File: src/sv/assert_macros.svh
// Assertion macros shared by the parser RTL.
`ifndef ASSERT_MACROS_SVH
`define ASSERT_MACROS_SVH

// Checks a property at every rising clock edge outside reset.
`define ASSERT_CLK(lbl, clk, rst_n, prop, msg) \
    lbl: assert property (@(posedge clk) disable iff (!rst_n) (prop)) else $error(msg);

// Checks that a condition never holds at a rising clock edge outside reset.
`define ASSERT_NEVER(lbl, clk, rst_n, cond, msg) \
    lbl: assert property (@(posedge clk) disable iff (!rst_n) !(cond)) else $error(msg);

`endif

File: src/sv/etp_pkg.sv
// Package with the shared types and constants of the escape tag and telnet parser.
`timescale 1ns / 1ps
package etp_pkg;

    localparam int STACK_DEPTH = 16;
    localparam int DEPTH_W     = $clog2(STACK_DEPTH + 1);
    localparam int TOP_W       = (STACK_DEPTH > 1) ? $clog2(STACK_DEPTH) : 1;

    localparam int QUEUE_DEPTH = 4;
    localparam int QPTR_W      = (QUEUE_DEPTH > 1) ? $clog2(QUEUE_DEPTH) : 1;
    localparam int QCNT_W      = $clog2(QUEUE_DEPTH + 1);

    localparam logic [7:0] B_ESC  = 8'h1B;
    localparam logic [7:0] B_IAC  = 8'hFF;
    localparam logic [7:0] B_WILL = 8'hFB;
    localparam logic [7:0] B_WONT = 8'hFC;
    localparam logic [7:0] B_DO   = 8'hFD;
    localparam logic [7:0] B_DONT = 8'hFE;
    localparam logic [7:0] B_GA   = 8'hF9;
    localparam logic [7:0] B_LT   = 8'h3C;
    localparam logic [7:0] B_GT   = 8'h3E;
    localparam logic [7:0] B_BAR  = 8'h7C;
    localparam logic [7:0] B_ZERO = 8'h30;
    localparam logic [7:0] B_NINE = 8'h39;

    localparam logic [6:0] PROMPT_CODE = 7'd10;

    typedef enum logic [2:0] {
        K_TEXT    = 3'd0,
        K_TAGTEXT = 3'd1,
        K_ARGEND  = 3'd2,
        K_OPEN    = 3'd3,
        K_CLOSE   = 3'd4,
        K_TEL2    = 3'd5,
        K_TEL3    = 3'd6,
        K_PROMPT  = 3'd7
    } t_kind;

    typedef enum logic [12:0] {
        M_TEXT    = 13'b0000000000001,
        M_ESC     = 13'b0000000000010,
        M_OPEN    = 13'b0000000000100,
        M_OPEN_N  = 13'b0000000001000,
        M_CLOSE   = 13'b0000000010000,
        M_CLOSE_N = 13'b0000000100000,
        M_IAC     = 13'b0000001000000,
        M_WILL    = 13'b0000010000000,
        M_WONT    = 13'b0000100000000,
        M_DO      = 13'b0001000000000,
        M_DONT    = 13'b0010000000000,
        M_PTAG    = 13'b0100000000000,
        M_PIAC    = 13'b1000000000000
    } t_mode;

    typedef struct packed {
        t_kind      kind;
        logic [7:0] text;
        logic [7:0] cmd;
        logic [7:0] opt;
        logic [6:0] code;
        logic       last;
    } t_result;

endpackage

File: src/sv/etp_front.sv
// Front end: accepts stream bytes, runs the parse state and the tag stack, pushes results.
`timescale 1ns / 1ps
`include "assert_macros.svh"
module etp_front (
    input  logic             i_clk,
    input  logic             i_rst_n,
    input  logic             i_valid,
    output logic             o_ready,
    input  logic [7:0]       i_rx_byte,
    input  logic             i_full,
    output logic             o_push,
    output etp_pkg::t_result o_res
);
    import etp_pkg::*;

    t_mode                r_mode, n_mode;
    logic [3:0]           r_acc, n_acc;
    logic [DEPTH_W-1:0]   r_depth;
    logic [6:0]           r_stack [STACK_DEPTH];
    t_result              r_pend;
    logic                 r_pend_valid;

    logic                 accept;
    logic                 emit0, emit1, do_open, do_close, in_tag, is_dig;
    t_result              res0, res1;
    logic [3:0]           digit;
    logic [6:0]           code, top_code;
    logic [DEPTH_W-1:0]   depth_m1;

    function automatic t_result mk(t_kind k, logic [7:0] t, logic [7:0] cm,
                                   logic [7:0] op, logic [6:0] cd);
        t_result r;
        r.kind = k;
        r.text = t;
        r.cmd  = cm;
        r.opt  = op;
        r.code = cd;
        r.last = 1'b1;
        return r;
    endfunction

    function automatic t_result mk_text(logic [7:0] b, logic tg);
        return mk(tg ? K_TAGTEXT : K_TEXT, b, 8'd0, 8'd0, 7'd0);
    endfunction

    function automatic t_mode text_next(logic [7:0] c);
        if (c == B_ESC) return M_ESC;
        if (c == B_IAC) return M_IAC;
        return M_TEXT;
    endfunction

    function automatic t_mode iac_next(logic [7:0] c);
        if (c == B_WILL) return M_WILL;
        if (c == B_WONT) return M_WONT;
        if (c == B_DO)   return M_DO;
        if (c == B_DONT) return M_DONT;
        return M_TEXT;
    endfunction

    function automatic logic iac_emits(logic [7:0] c);
        return !(c == B_WILL || c == B_WONT || c == B_DO || c == B_DONT);
    endfunction

    function automatic t_result iac_result(logic [7:0] c, logic tg);
        if (c == B_IAC) return mk_text(B_IAC, tg);
        return mk(K_TEL2, 8'd0, c, 8'd0, 7'd0);
    endfunction

    assign o_ready  = !r_pend_valid && !i_full;
    assign accept   = i_valid && o_ready;
    assign in_tag   = (r_depth != '0);
    assign is_dig   = (i_rx_byte >= B_ZERO) && (i_rx_byte <= B_NINE);
    assign digit    = i_rx_byte[3:0];
    assign code     = 7'({3'd0, r_acc}) * 7'd10 + 7'({3'd0, digit});
    assign depth_m1 = r_depth - DEPTH_W'(1);
    assign top_code = r_stack[depth_m1[TOP_W-1:0]];

    always_comb begin
        n_mode   = r_mode;
        n_acc    = r_acc;
        emit0    = 1'b0;
        emit1    = 1'b0;
        res0     = '0;
        res1     = '0;
        do_open  = 1'b0;
        do_close = 1'b0;
        unique case (r_mode)
            M_ESC: begin
                if (i_rx_byte == B_LT) begin
                    n_mode = M_OPEN;
                end else if (i_rx_byte == B_GT) begin
                    n_mode = M_CLOSE;
                end else if (i_rx_byte == B_BAR) begin
                    n_mode = M_TEXT;
                    emit0  = 1'b1;
                    res0   = mk(K_ARGEND, 8'd0, 8'd0, 8'd0, 7'd0);
                end else begin
                    // A lone ESC is text, and the byte after it is parsed afresh from the text state.
                    emit0  = 1'b1;
                    res0   = mk_text(B_ESC, in_tag);
                    n_mode = text_next(i_rx_byte);
                    emit1  = (n_mode == M_TEXT);
                    res1   = mk_text(i_rx_byte, in_tag);
                end
            end
            M_OPEN, M_CLOSE: begin
                if (!is_dig) begin
                    n_mode = M_TEXT;
                    n_acc  = 4'd0;
                end else begin
                    n_acc  = digit;
                    n_mode = (r_mode == M_OPEN) ? M_OPEN_N : M_CLOSE_N;
                end
            end
            M_OPEN_N: begin
                n_mode = M_TEXT;
                n_acc  = 4'd0;
                if (is_dig && (r_depth < DEPTH_W'(STACK_DEPTH))) begin
                    do_open = 1'b1;
                    emit0   = 1'b1;
                    res0    = mk(K_OPEN, 8'd0, 8'd0, 8'd0, code);
                end
            end
            M_CLOSE_N: begin
                n_mode = M_TEXT;
                n_acc  = 4'd0;
                if (is_dig) begin
                    if (code == PROMPT_CODE) begin
                        n_mode = M_PTAG;
                    end
                    if (in_tag && (top_code == code)) begin
                        do_close = 1'b1;
                        emit0    = 1'b1;
                        res0     = mk(K_CLOSE, 8'd0, 8'd0, 8'd0, code);
                    end
                end
            end
            M_IAC: begin
                n_mode = iac_next(i_rx_byte);
                emit0  = iac_emits(i_rx_byte);
                res0   = iac_result(i_rx_byte, in_tag);
            end
            M_WILL: begin
                n_mode = M_TEXT;
                emit0  = 1'b1;
                res0   = mk(K_TEL3, 8'd0, B_WILL, i_rx_byte, 7'd0);
            end
            M_WONT: begin
                n_mode = M_TEXT;
                emit0  = 1'b1;
                res0   = mk(K_TEL3, 8'd0, B_WONT, i_rx_byte, 7'd0);
            end
            M_DO: begin
                n_mode = M_TEXT;
                emit0  = 1'b1;
                res0   = mk(K_TEL3, 8'd0, B_DO, i_rx_byte, 7'd0);
            end
            M_DONT: begin
                n_mode = M_TEXT;
                emit0  = 1'b1;
                res0   = mk(K_TEL3, 8'd0, B_DONT, i_rx_byte, 7'd0);
            end
            M_PTAG: begin
                if (i_rx_byte == B_IAC) begin
                    n_mode = M_PIAC;
                end else begin
                    n_mode = text_next(i_rx_byte);
                    emit0  = (n_mode == M_TEXT);
                    res0   = mk_text(i_rx_byte, in_tag);
                end
            end
            M_PIAC: begin
                if (i_rx_byte == B_GA) begin
                    n_mode = M_TEXT;
                    emit0  = 1'b1;
                    res0   = mk(K_PROMPT, 8'd0, 8'd0, 8'd0, 7'd0);
                end else begin
                    n_mode = iac_next(i_rx_byte);
                    emit0  = iac_emits(i_rx_byte);
                    res0   = iac_result(i_rx_byte, in_tag);
                end
            end
            default: begin
                n_mode = text_next(i_rx_byte);
                emit0  = (n_mode == M_TEXT);
                res0   = mk_text(i_rx_byte, in_tag);
            end
        endcase
        res0.last = !emit1;
    end

    // A held second result goes first; no byte is taken while one is held.
    assign o_push = (r_pend_valid && !i_full) || (accept && emit0);
    assign o_res  = r_pend_valid ? r_pend : res0;

    always_ff @(posedge i_clk) begin
        if (!i_rst_n) begin
            r_mode       <= M_TEXT;
            r_acc        <= 4'd0;
            r_depth      <= '0;
            r_pend_valid <= 1'b0;
        end else begin
            if (r_pend_valid && !i_full) begin
                r_pend_valid <= 1'b0;
            end
            if (accept) begin
                r_mode <= n_mode;
                r_acc  <= n_acc;
                if (emit1) begin
                    r_pend_valid <= 1'b1;
                end
                if (do_open) begin
                    r_depth <= r_depth + DEPTH_W'(1);
                end else if (do_close) begin
                    r_depth <= depth_m1;
                end
            end
        end
    end

    always_ff @(posedge i_clk) begin
        if (accept && emit1) begin
            r_pend <= res1;
        end
        if (accept && do_open) begin
            r_stack[r_depth[TOP_W-1:0]] <= code;
        end
    end

    `ASSERT_NEVER(a_no_take_while_held, i_clk, i_rst_n, r_pend_valid && o_ready,
        "byte taken while a second result is held")
    `ASSERT_NEVER(a_depth_bound, i_clk, i_rst_n, r_depth > DEPTH_W'(STACK_DEPTH),
        "tag stack depth beyond its size")
    `ASSERT_CLK(a_split_holds, i_clk, i_rst_n,
        (accept && emit0 && !res0.last) |=> r_pend_valid,
        "first of two results pushed without the second held")
endmodule

File: src/sv/etp_queue.sv
// Short result queue between the parser front end and the output stage.
`timescale 1ns / 1ps
`include "assert_macros.svh"
module etp_queue (
    input  logic             i_clk,
    input  logic             i_rst_n,
    input  logic             i_push,
    input  etp_pkg::t_result i_res,
    output logic             o_full,
    input  logic             i_pop,
    output logic             o_empty,
    output etp_pkg::t_result o_head
);
    import etp_pkg::*;

    t_result            r_mem [QUEUE_DEPTH];
    logic [QPTR_W-1:0]  r_wr_ptr, r_rd_ptr;
    logic [QCNT_W-1:0]  r_count;
    logic               do_push, do_pop;

    function automatic logic [QPTR_W-1:0] bump(logic [QPTR_W-1:0] p);
        if (p == QPTR_W'(QUEUE_DEPTH - 1)) return '0;
        return p + QPTR_W'(1);
    endfunction

    assign o_full  = (r_count == QCNT_W'(QUEUE_DEPTH));
    assign o_empty = (r_count == '0);
    assign o_head  = r_mem[r_rd_ptr];
    assign do_push = i_push && !o_full;
    assign do_pop  = i_pop && !o_empty;

    always_ff @(posedge i_clk) begin
        if (!i_rst_n) begin
            r_wr_ptr <= '0;
            r_rd_ptr <= '0;
            r_count  <= '0;
        end else begin
            if (do_push) begin
                r_wr_ptr <= bump(r_wr_ptr);
            end
            if (do_pop) begin
                r_rd_ptr <= bump(r_rd_ptr);
            end
            if (do_push && !do_pop) begin
                r_count <= r_count + QCNT_W'(1);
            end else if (do_pop && !do_push) begin
                r_count <= r_count - QCNT_W'(1);
            end
        end
    end

    always_ff @(posedge i_clk) begin
        if (do_push) begin
            r_mem[r_wr_ptr] <= i_res;
        end
    end

    `ASSERT_NEVER(a_no_push_full, i_clk, i_rst_n, i_push && o_full,
        "result pushed into a full queue")
    `ASSERT_CLK(a_count_tracks, i_clk, i_rst_n,
        (i_push && !o_full && !(i_pop && !o_empty)) |=> (r_count != '0),
        "queue count lost a pushed result")
endmodule

File: src/sv/etp_back.sv
// Back end: output register that presents queued results on the result channel.
`timescale 1ns / 1ps
module etp_back (
    input  logic             i_clk,
    input  logic             i_rst_n,
    input  logic             i_empty,
    input  etp_pkg::t_result i_head,
    output logic             o_pop,
    output logic             o_valid,
    input  logic             i_ready,
    output etp_pkg::t_result o_res
);
    import etp_pkg::*;

    logic    r_valid;
    t_result r_res;

    // Load a new result whenever the register is empty or being emptied.
    assign o_pop   = !i_empty && (!r_valid || i_ready);
    assign o_valid = r_valid;
    assign o_res   = r_res;

    always_ff @(posedge i_clk) begin
        if (!i_rst_n) begin
            r_valid <= 1'b0;
        end else if (o_pop) begin
            r_valid <= 1'b1;
        end else if (i_ready) begin
            r_valid <= 1'b0;
        end
    end

    always_ff @(posedge i_clk) begin
        if (o_pop) begin
            r_res <= i_head;
        end
    end
endmodule

File: src/sv/escape_tag_and_telnet_parser_top.sv
// Top level of the escape tag and telnet stream parser.
`timescale 1ns / 1ps
// The parser takes one received byte per item on the input channel and gives
// zero, one or two result items per byte on the result channel, in stream
// order, with o_last_of_run set on the final result of each byte. Bytes are
// taken at one per cycle while the queue has room and no second result is
// held; a lone ESC followed by a text byte yields two results, which leave the
// front end one per cycle through a single queue write port while the queue
// has room; no byte is taken while the second is held. The front end holds
// the parse state and a tag stack of etp_pkg::STACK_DEPTH entries, and writes
// results into a four-entry queue; an output register reads that queue, so a
// result passes through a queue entry and the output register before it is
// presented. The input side runs on while the result side stalls, until the
// queue fills. Text inside an open tag comes out as tag text. Stack entries
// are not cleared at reset; only those below the stack depth are ever read.
module escape_tag_and_telnet_parser_top (
    input  logic       i_clk,
    input  logic       i_rst_n,
    input  logic       i_valid,
    output logic       o_ready,
    input  logic [7:0] i_rx_byte,
    output logic       o_valid,
    input  logic       i_ready,
    output logic [2:0] o_event_kind,
    output logic [7:0] o_text_byte,
    output logic [7:0] o_telnet_command,
    output logic [7:0] o_telnet_option,
    output logic [6:0] o_tag_code,
    output logic       o_last_of_run
);
    import etp_pkg::*;

    logic    push, full, pop, empty;
    t_result push_res, head_res, out_res;

    // Parse state, tag stack and the hold register for a second result.
    etp_front u_front (
        .i_clk     (i_clk),
        .i_rst_n   (i_rst_n),
        .i_valid   (i_valid),
        .o_ready   (o_ready),
        .i_rx_byte (i_rx_byte),
        .i_full    (full),
        .o_push    (push),
        .o_res     (push_res)
    );

    // Decouples the parser from stalls on the result channel.
    etp_queue u_queue (
        .i_clk   (i_clk),
        .i_rst_n (i_rst_n),
        .i_push  (push),
        .i_res   (push_res),
        .o_full  (full),
        .i_pop   (pop),
        .o_empty (empty),
        .o_head  (head_res)
    );

    // Registered result channel.
    etp_back u_back (
        .i_clk   (i_clk),
        .i_rst_n (i_rst_n),
        .i_empty (empty),
        .i_head  (head_res),
        .o_pop   (pop),
        .o_valid (o_valid),
        .i_ready (i_ready),
        .o_res   (out_res)
    );

    assign o_event_kind     = out_res.kind;
    assign o_text_byte      = out_res.text;
    assign o_telnet_command = out_res.cmd;
    assign o_telnet_option  = out_res.opt;
    assign o_tag_code       = out_res.code;
    assign o_last_of_run    = out_res.last;
endmodule

File: config.mk
export PLATFORM = sky130hd
export DESIGN_NAME = escape_tag_and_telnet_parser_top
export DESIGN_NICKNAME = d
export VERILOG_FILES = /design/src/sv/etp_pkg.sv /design/src/sv/etp_front.sv /design/src/sv/etp_queue.sv /design/src/sv/etp_back.sv /design/src/sv/escape_tag_and_telnet_parser_top.sv
export VERILOG_INCLUDE_DIRS = /design/src /design/src/sv
export SDC_FILE = /design/constraint.sdc
export NUM_CORES = 1
export LEC_CHECK = 0
export CORE_UTILIZATION = 57
export DETAILED_ROUTE_END_ITERATION = 12
export DONT_BUFFER_PORTS = 1
export PLACE_DENSITY = 0.83
export SLEW_MARGIN = 10
export SYNTH_ARGS = -nofsm -noshare
export SYNTH_HDL_FRONTEND = slang
export SYNTH_SLANG_ARGS = --single-unit
export TNS_END_PERCENT = 1
File: constraint.sdc
create_clock -name i_clk -period 4.9 [get_ports i_clk]
set_input_delay 0.49 -clock i_clk [delete_from_list [all_inputs] [get_ports i_clk]]
set_output_delay 0.49 -clock i_clk [all_outputs]
set_load 0.03 [all_outputs]
==> results of run 1 <==
==> registers in the layout (all words and copies together), names as in the netlist <==
| register | flops |
|---|---|
| u_front.r_acc | 4 |
| u_queue.r_rd_ptr | 2 |
| u_queue.r_mem | 140 |
| u_back.o_valid | 1 |
| u_queue.r_wr_ptr | 2 |
| u_front.r_stack | 112 |
| u_queue.r_count | 3 |
| u_front.r_pend | 10 |
| u_front.r_pend_valid | 1 |
| u_back.o_res | 35 |
| u_front.r_depth | 5 |
| u_front.r_mode | 13 |
==> final timing paths <==
check                          end                from  slack, ns
max             u_queue.r_count[2]    u_front.r_acc[1]       0.28
min          u_front.r_stack[4][0]        i_rx_byte[0]       0.07
max reg2reg     u_queue.r_count[2]    u_front.r_acc[1]       0.28
min reg2reg     u_queue.r_count[2]  u_queue.r_count[2]       0.51
==> cell usage after synthesis, drive strengths merged (3+ instances only) <==
master / instances / share of area, %
a22oi: 4 / 0.21
xnor2: 8 / 0.50
nand2b: 8 / 0.36
o21a: 3 / 0.16
a31oi: 5 / 0.22
or3: 7 / 0.31
inv: 17 / 0.46
or2: 4 / 0.18
and2: 38 / 1.7
nand4b: 3 / 0.19
a21oi: 19 / 0.71
fa: 3 / 0.43
mux2i: 29 / 2.1
nor4: 7 / 0.42
dfxtp: 31 / 4.4
clkbuf: 32 / 0.86
nor3: 26 / 0.97
nor2b: 10 / 0.45
mux2: 5 / 0.40
nor2: 53 / 1.5
buf: 13 / 0.62
nand4: 11 / 0.49
a21boi: 8 / 0.43
and3: 6 / 0.27
xor2: 12 / 0.80
o32ai: 3 / 0.19
ha: 17 / 1.5
nor3b: 3 / 0.16
or4: 4 / 0.21
nand2: 65 / 1.7
mux4: 62 / 10
o21ai: 13 / 0.46
a22o: 4 / 0.25
nand3: 10 / 0.36
edfxtp: 297 / 64
==> power by group through the flow <==
stage	Sequential (mW)	Combinational, mW	Clock, mW
2_1_floorplan	3.87	0.634	0
6_report	3.90	0.822	2.59
4_1_cts	3.91	0.835	2.62
3_5_place_dp	3.94	0.808	0
5_1_grt	3.92	0.887	2.73
3_3_place_gp	3.92	0.770	0
==> layout make-up <==
cell class                      instances  area, sq um  area share, %
Sequential cell                       328         9540          61.01
Clock buffer                           42        912.1          5.832
Timing Repair Buffer                   30        312.8          2.000
Clock inverter                         18        207.7          1.328
Inverter                               17        63.81         0.4080
Multi-Input combinational cell        482         4203          26.87
Tap cell                              319        399.1          2.552
==> through the flow <==
stage	worst slack [ns]	util [%]
after global routing	0.01274	65.84
after detailed placement	0.2442	61.09
after floorplan	0.07601	-
after global placement	0.3403	61.09
final	0.2759	65.84
after CTS	0.2295	65.81
==> worst reg2reg max path, delay by kind of cell, from the launching register on <==
family / cells / cell delay, ns
buffers and inverters: 2 / 0.14
and+or+nand+nor: 4 / 1.37
xor gates and xnor gates: 3 / 0.48
DFF: 1 / 0.34
AOI/OAI and AO/OA: 3 / 0.60
adders and majority gates: 5 / 1.63
==> layer usage <==
layer | vias up | global-route usage (%) | routed length (microns)
met4 | 0 | 7.326 | 831
met3 | 80 | 4.415 | 2263
li1 | 3440 | - | -
met5 | - | 0 | 0
met1 | 3936 | 31.90 | 11640
met2 | 400 | 42.34 | 15670
==> kinds of logic after synthesis <==
group	Yosys count	share of synthesized area, %
XOR/XNOR	22	1.626
multiplexers	96	12.45
AND/OR/NAND/NOR	262	9.750
buffers and inverters	62	1.930
flip-flops	328	68.13
AO/OA/AOI/OAI	82	4.165
adder cells (fa/ha/maj)	20	1.948
==> run summary, run 1 <==
fmax = 216.3 MHz
crit-path max cell delay = 0.50 ns
Final Wtd Congestion = 0.9085
Detailed Route WL = 30410 microns
Pint = 5.347 mW
Clock transition at path regs = 0.06 ns
vias per cell = 6.356
Post-Syn Instances = 872
Synth Register Bits = 328
setup repair bufs after CTS = 0
placed cell area = 0.01451 sq mm
Slowest cell on crit path = or4_1
Area growth syn-to-layout = 11.70%
sequential share of power = 53.3%
Post-synth EDFFs = 297
reg2reg path depth = 17
Worst setup EP type = register
clock buffer depth = 3
Worst path depth = 17
kind of start point of the critical path = register
I/O Pins = 49
core footprint = 0.02375 sq mm
fin crit share = 94.37%
Final setup violation count = 0
chip height = 158.7 microns
Worst Hold Path Cells = 0
Max Slew Vio Count = 0
CP Data Arrival Time = 5.05 ns
highest-count cells in the layout ignoring fill and taps = 297 x edfxtp_1, 65 x nand2_1, 62 x mux4_2, 52 x nor2_1, 38 x and2_1
Inserted Diodes = 0
Filler cells = 1494
Initial Utilization = 58.94%
total grt overflow = 0
H-tree depth = 2
initial antenna violation count = 0
slew margin rel. = 37.85%
Comb power frac = 11.3%
CP dominant cell by count = ha_1
die area = 0.02519 sq mm
Max FO, Critical Path = 4
row count = 56
Post-CTS Hold Fix Bufs = 0
drt pass-1 iters = 5
syn nets = 904
worst hold slack = 0.07094 ns
Die W = 158.7 microns
Nets = 925
P per Cell Area = 467.1 mW/mm^2
synth unique cells = 69
global-route wire length before repair = 46920 microns
Sw Ratio = 26.81%
Global Route Usage Sum = 24.57%
switching pwr = 1.958 mW
Crit Path Category = register to register
Power Total = 7.305 mW
share of cells above drive strength 1 = 17.56%
fin area = 0.01564 sq mm
commonest non-fill, non-tap cell in the layout = edfxtp_1
drt drc = 0
Max-Cap Viols = 0
largest net degree at the start of global routing = 38
drt wl/cell = 24.60 microns
worst-skew pair later-pin latency = 0.52 ns
clk_skew = 0.02194 ns
DP HPWL = 18480 microns
Crit path required time = 5.33 ns
Main synth FF type = edfxtp_1
Buf/Inv on CP = 2
Clk pwr share = 35.4%
vias in the first global route = 7871
Syn Area/Cell = 16.06 sq um
Gates resized, CTS repair = 0
Leak Pwr = 4.989 nW
CTS Buf Count = 34
First DRT Iteration DRCs = 1032
total clock sinks = 328
Final Hold Vio Count = 0
RSZ-0062 raised after global routing = false
yosys warns = 0
Cell Area, Synth = 0.01400 sq mm
via count = 7856
Worst Tran Pin Value = 0.9289 ns
post-route setup TNS = 0 ns
worst min-delay path class = primary input to register
crit-path cells = ha_1, ha_1, inv_1, fa_1, nand2b_1, a21oi_1, xnor2_1, xor2_1, or4_1, or3_1, a41oi_4, ha_1, inv_1, fa_1, xor2_1, or3_1, a21boi_0
cell count after placement = 1175
CP top delay family = adder cells
Finished Layout Cells = 1236
post-route ant nets = 0
Root Driver = clkbuf_16
Post-synth ARST share = 0%
register area share after synthesis = 68.13%
Final Critical Period = 4.624 ns
CTS tree = yes
Port Buf Inserts = 0
status = complete, no violations
Peak supply drop = 0.0003117 V
Power figures use the tool's default switching activity.
==> run 2: changes to the inputs <==
--- a/config.mk
+++ b/config.mk
@@ -6,10 +6,11 @@
 export SDC_FILE = /design/constraint.sdc
 export NUM_CORES = 1
 export LEC_CHECK = 0
-export CORE_UTILIZATION = 57
+export CORE_UTILIZATION = 63
+export CTS_CLUSTER_DIAMETER = 150
 export DETAILED_ROUTE_END_ITERATION = 12
 export DONT_BUFFER_PORTS = 1
-export PLACE_DENSITY = 0.83
+export PLACE_DENSITY = 0.87
 export SLEW_MARGIN = 10
 export SYNTH_ARGS = -nofsm -noshare
 export SYNTH_HDL_FRONTEND = slang
==> constraint.sdc (replaced) <==
create_clock -name i_clk -period 4.44 [get_ports i_clk]
set_input_delay 0.444 -clock i_clk [delete_from_list [all_inputs] [get_ports i_clk]]
set_output_delay 0.444 -clock i_clk [all_outputs]
set_load 0.03 [all_outputs]
==> run 2 against run 1 <==
Worst hold slack got worse by 0.041 ns; first-iteration DRC count fell by 13%; sequential share of layout area fell by 0.27 points; worst setup slack got worse by 0.15 ns; non-clock buffer count rose by 10; critical path type unchanged.
==> run summary, run 2 (synthesized netlist as in run 1, its figures left out) <==
CP Data Arrival Time = 4.76 ns (-0.29 ns)
Largest Register = u_queue.r_mem
Initial Utilization = 64.16% (+5.2 points)
status = complete, no violations
Worst setup EP type = register
worst min-delay path class = primary input to register
fin crit share = 97.17% (+2.8 points)
Leak Pwr = 5.039 nW (+1.0%)
chip height = 151.1 microns (-4.8%)
Final setup violation count = 0 (unchanged)
Crit. Startpoint = u_front.r_depth[1]
initial antenna violation count = 0 (unchanged)
worst-skew pair later-pin latency = 0.52 ns (about the same)
Max Slew Vio Count = 0 (unchanged)
H-tree depth = 2 (unchanged)
total clock sinks = 328 (unchanged)
Die W = 151.1 microns (-4.8%)
DP HPWL = 18070 microns (-2.2%)
vias in the first global route = 7857 (-0.18%)
Peak supply drop = 0.0004768 V (+53%)
Nets = 935 (+1.1%)
Final Hold Vio Count = 0 (unchanged)
Crit path required time = 4.88 ns (-0.45 ns)
P per Cell Area = 507.3 mW/mm^2 (+8.6%)
worst r2r src = u_front.r_depth[1]
vias per cell = 6.513 (+2.5%)
core footprint = 0.02182 sq mm (-8.1%)
Clock transition at path regs = 0.06 ns (about the same)
post-route setup TNS = 0 ns (unchanged)
Crit Path Category = register to register
clk_skew = 0.02341 ns (+0.001464 ns)
drt pass-1 iters = 5 (unchanged)
global-route wire length before repair = 44400 microns (-5.4%)
drt drc = 0 (unchanged)
Port Buf Inserts = 0 (unchanged)
placed cell area = 0.01455 sq mm (+0.28%)
drt wl/cell = 24.15 microns (-1.8%)
min-delay src = i_rx_byte[0]
highest-count cells in the layout ignoring fill and taps = 297 x edfxtp_1, 65 x nand2_1, 62 x mux4_2, 52 x nor2_1, 37 x and2_1
Final Critical Period = 4.314 ns (-0.3100 ns)
kind of start point of the critical path = register
I/O Pins = 49 (unchanged)
Power Total = 7.972 mW (+9.1%)
Final Wtd Congestion = 0.9100 (+0.17%)
Inserted Diodes = 0 (unchanged)
Worst Tran Pin Value = 0.9091 ns (-0.01972 ns)
post-route ant nets = 0 (unchanged)
Detailed Route WL = 29170 microns (-4.1%)
commonest non-fill, non-tap cell in the layout = edfxtp_1
CTS Buf Count = 34 (unchanged)
Global Route Usage Sum = 26.41% (+1.8 points)
First DRT Iteration DRCs = 894 (-13%)
Root Driver = clkbuf_16
CTS tree = yes
total grt overflow = 0 (unchanged)
slew margin rel. = 38.54% (+0.69 points)
Area growth syn-to-layout = 12.23%
via count = 7868 (+0.15%)
Max-Cap Viols = 0 (unchanged)
Largest register FFs = 140 (unchanged)
die area = 0.02282 sq mm (-9.4%)
largest net degree at the start of global routing = 38 (unchanged)
fin area = 0.01571 sq mm (+0.48%)
Filler cells = 1248 (-16%)
Max FO, Critical Path = 13 (+9)
Finished Core Util = 72.00% (+6.2 points)
fmax = 231.8 MHz (+7.2%)
clock buffer depth = 3 (unchanged)
share of cells above drive strength 1 = 20.04% (+2.5 points)
row count = 54 (-3.6%)
==> run 2: final cells by class <==
type                    count  area [sq um]  area share, %
multi-input cells         482          4292          27.31
inverters                  17         66.31         0.4220
repair buffers             40         365.4          2.325
flip-flops and latches    328          9544          60.74
clock buffers              46         937.1          5.964
well taps                 280         350.3          2.229
clock inverters            15         158.9          1.011
==> run 2: worst max-delay path, stage by stage, from the launching register on <==
cell,delay (ns)
dfxtp_2,0.33
inv_1,0.08
ha_4,0.40
buf_4,0.20
mux4_2,0.31
mux2i_1,0.25
mux2i_1,0.18
xor2_1,0.18
or4_1,0.48
or3_4,0.37
a41oi_4,0.27
ha_4,0.17
inv_1,0.05
fa_2,0.38
xor2_1,0.17
or3_1,0.31
a21boi_1,0.12
==> run 2: final timing paths <==
path                                         endpoint  slack [ns]  depth (start not counted)
worst max-delay path               u_queue.r_count[2]        0.13                         16
worst min-delay path            u_front.r_stack[5][0]        0.03                          0
worst max register to register     u_queue.r_count[2]        0.13                         16
worst min register to register     u_queue.r_count[2]        0.52                          2
==> run 2: per-layer routing <==
metal / routed length (microns) / vias to the layer above / GRT usage [%] / share of wire (%)
met1: 11640 / 3934 / 35.45 / 40
met2: 14520 / 413 / 43.94 / 50
met4: 706 / 0 / 8.800 / 2.4
met3: 2306 / 75 / 4.699 / 7.9
met5: 0 / - / 0 / 0
li1: - / 3446 / - / -
==> run 2: through the flow <==
step           instances  setup WS, ns  hold slack (ns)
3_5_place_dp        1142       0.04349           0.4919
2_1_floorplan        872      -0.04321           0.4657
3_3_place_gp        1142        0.1051           0.4808
6_report            1208        0.1258          0.03040
4_1_cts             1204      0.001108          0.01725
5_1_grt             1208      -0.04223          0.01297
==> run 2: where the power goes <==
part | internal [mW] | switching, mW
combinational | 0.426 | 0.469
sequential | 3.78 | 0.509
clock | 1.62 | 1.16
total | 5.83 | 2.14
==> run 2: timing repair <==
item / 4_1_cts / 5_1_grt
buffers inserted: 0 / 4
endpoints found under the setup margin: 0 / 1
gates resized for setup: 0 / 6
hold buffers: 1 / 0
hold endpoints to repair: 1 / 0
==> run 3: changes to the inputs <==
--- a/config.mk
+++ b/config.mk
@@ -6,6 +6,7 @@
 export SDC_FILE = /design/constraint.sdc
 export NUM_CORES = 1
 export LEC_CHECK = 0
+export CORE_ASPECT_RATIO = 1.1
 export CORE_UTILIZATION = 63
 export CTS_CLUSTER_DIAMETER = 150
 export DETAILED_ROUTE_END_ITERATION = 12
==> run 3 against run 2 <==
Non-clock buffer count up 5; utilization up 1.1 points; critical path depth down 1; combinational power up 1%; critical path type unchanged.
==> run summary, run 3 (synthesized netlist as in run 1, its figures left out) <==
via count = 8229 (+4.6%)
Largest Register = u_queue.r_mem
Nets = 937 (+0.21%)
worst min-delay path class = primary input to register
Leak Pwr = 5.076 nW (+0.73%)
CP Data Arrival Time = 4.88 ns (+0.12 ns)
drt wl/cell = 26.33 microns (+9.0%)
Die W = 144.1 microns (-4.6%)
Global Route Usage Sum = 28.78% (+2.4 points)
post-route ant nets = 0 (unchanged)
slew margin rel. = 39.01% (+0.48 points)
Final Wtd Congestion = 0.9006 (-1.0%)
cell count after placement = 1152 (+0.88%)
Final Critical Period = 4.373 ns (+0.05850 ns)
Peak supply drop = 0.0004057 V (-15%)
Root Driver = clkbuf_16
Crit path required time = 4.94 ns (+0.06 ns)
Inserted Diodes = 0 (unchanged)
chip height = 158.4 microns (+4.8%)
Slowest cell on crit path = fa_2
P per Cell Area = 506.9 mW/mm^2 (about the same)
First DRT Iteration DRCs = 1207 (+35%)
Area growth syn-to-layout = 12.65%
initial antenna violation count = 0 (unchanged)
CTS Buf Count = 31 (-8.8%)
Worst Tran Pin Value = 0.9114 ns (+0.002282 ns)
core footprint = 0.02158 sq mm (-1.1%)
drt drc = 0 (unchanged)
Port Buf Inserts = 0 (unchanged)
Final Hold Vio Count = 0 (unchanged)
highest-count cells in the layout ignoring fill and taps = 297 x edfxtp_1, 65 x nand2_1, 62 x mux4_2, 52 x nor2_1
commonest non-fill, non-tap cell in the layout = edfxtp_1
crit-path cells = ha_1, ha_1, inv_1, fa_2, xnor3_1, o32ai_2, mux2i_1, or3_4, a41oi_4, ha_4, inv_1, fa_2, xor2_1, or3_1, a21boi_1
Detailed Route WL = 32100 microns (+10%)
I/O Pins = 49 (unchanged)
H-tree depth = 1 (-1)
share of cells above drive strength 1 = 20.45% (+0.41 points)
drt pass-1 iters = 8 (+3)
status = complete, no violations
DP HPWL = 19390 microns (+7.3%)
vias in the first global route = 8034 (+2.3%)
crit-path max cell delay = 0.58 ns (+0.10 ns)
clk_skew = 0.01524 ns (-0.008161 ns)
worst-skew pair later-pin latency = 0.58 ns (+0.06 ns)
post-route setup TNS = 0 ns (unchanged)
Max Slew Vio Count = 0 (unchanged)
total clock sinks = 328 (unchanged)
total grt overflow = 0 (unchanged)
Final setup violation count = 0 (unchanged)
Crit Path Category = register to register
fin crit share = 98.48% (+1.3 points)
Finished Layout Cells = 1219 (+0.91%)
Clock transition at path regs = 0.06 ns (about the same)
kind of start point of the critical path = register
Worst setup EP type = register
fmax = 228.7 MHz (-1.3%)
clock buffer depth = 3 (unchanged)
vias per cell = 6.751 (+3.6%)
Max-Cap Viols = 0 (unchanged)
Initial Utilization = 64.88% (+0.72 points)
CTS tree = yes
Max FO, Critical Path = 4 (-9)
row count = 56 (+3.7%)
Largest register FFs = 140 (unchanged)
largest net degree at the start of global routing = 38 (unchanged)
die area = 0.02282 sq mm (about the same)
global-route wire length before repair = 47740 microns (+7.5%)
[run 3: changes by cell type in the layout (fill, tap and decap cells not counted), sizes merged]
cell         previous run  this run
clkbuf                 46        34
clkinv                  8        13
buf                    39        43
bufinv                  2         6
clkinvlp                3         1
dlygate4sd3             1         2
inv                    19        20
[run 3: routing by layer]
layer  share of wire, %  routed length, microns  global-route usage, %  up-vias
met5                  0                       0                      0        -
met4                4.5                    1445                  12.33        0
met3                9.2                    2958                  4.541      147
met2                 52                   16580                  49.76      585
met1                 35                   11110                  36.22     4043
li1                   -                       -                      -     3454
[run 3: worst max-delay path: cells and delay by family, from the launching register on]
kind                     cells  cell delay (ns)
AO/OA/AOI/OAI                3             0.73
XOR/XNOR                     2             0.67
adder cells (fa/ha/maj)      5             1.55
buffers and inverters        2             0.11
flip-flops                   1             0.34
multiplexers                 1             0.16
AND/OR/NAND/NOR              2             0.74
[run 3: path summary, 6_finish.rpt]
check / start / end / slack (ns) / cells after the start
setup / recovery: u_front.r_acc[3] / u_queue.r_count[2] / 0.07 / 15
hold / removal: i_rst_n / u_front.r_mode[9] / 0.02 / 1
setup reg to reg: u_front.r_acc[3] / u_queue.r_count[2] / 0.07 / 15
hold reg to reg: u_queue.r_wr_ptr[1] / u_queue.r_wr_ptr[1] / 0.51 / 2
[run 3: report_power, final]
| group | switching [mW] | leakage, nW | internal [mW] |
|---|---|---|---|
| registers | 0.525 | 2.91 | 3.78 |
| clock network | 1.15 | 0.528 | 1.63 |
| logic | 0.479 | 1.64 | 0.427 |
[run 3: cell type report]
| class | instances | area (sq um) |
|---|---|---|
| flip-flops and latches | 328 | 9544 |
| fillers | 1255 | 5808 |
| multi-input cells | 482 | 4308 |
| clock buffers | 34 | 787.0 |
| repair buffers | 45 | 417.9 |
| well taps | 290 | 362.8 |
| clock inverters | 23 | 284.0 |
| inverters | 17 | 68.82 |
[run 3: what timing repair did]
action | 4_1_cts | 5_1_grt
endpoints found under the setup margin | 1 | 1
buffers inserted | 0 | 8
endpoints found under the hold margin | 21 | 0
gates resized for setup | 1 | 6
pin swaps | 0 | 6
hold buffers | 2 | 0
[run 3: per-stage QoR]
stage	total power [mW]	hold slack (ns)	area (sq um)	worst slack (ns)	util, %
floorplan	4.975	0.4657	14090	-0.04321	-
global placement	5.180	0.4805	14560	0.1238	67.49
detailed placement	5.261	0.4995	14560	0.02539	67.49
CTS	8.017	0.002632	15660	0.007734	72.58
global route	8.248	0.004985	15770	-0.02339	73.09
finish	7.995	0.02382	15770	0.06730	73.09
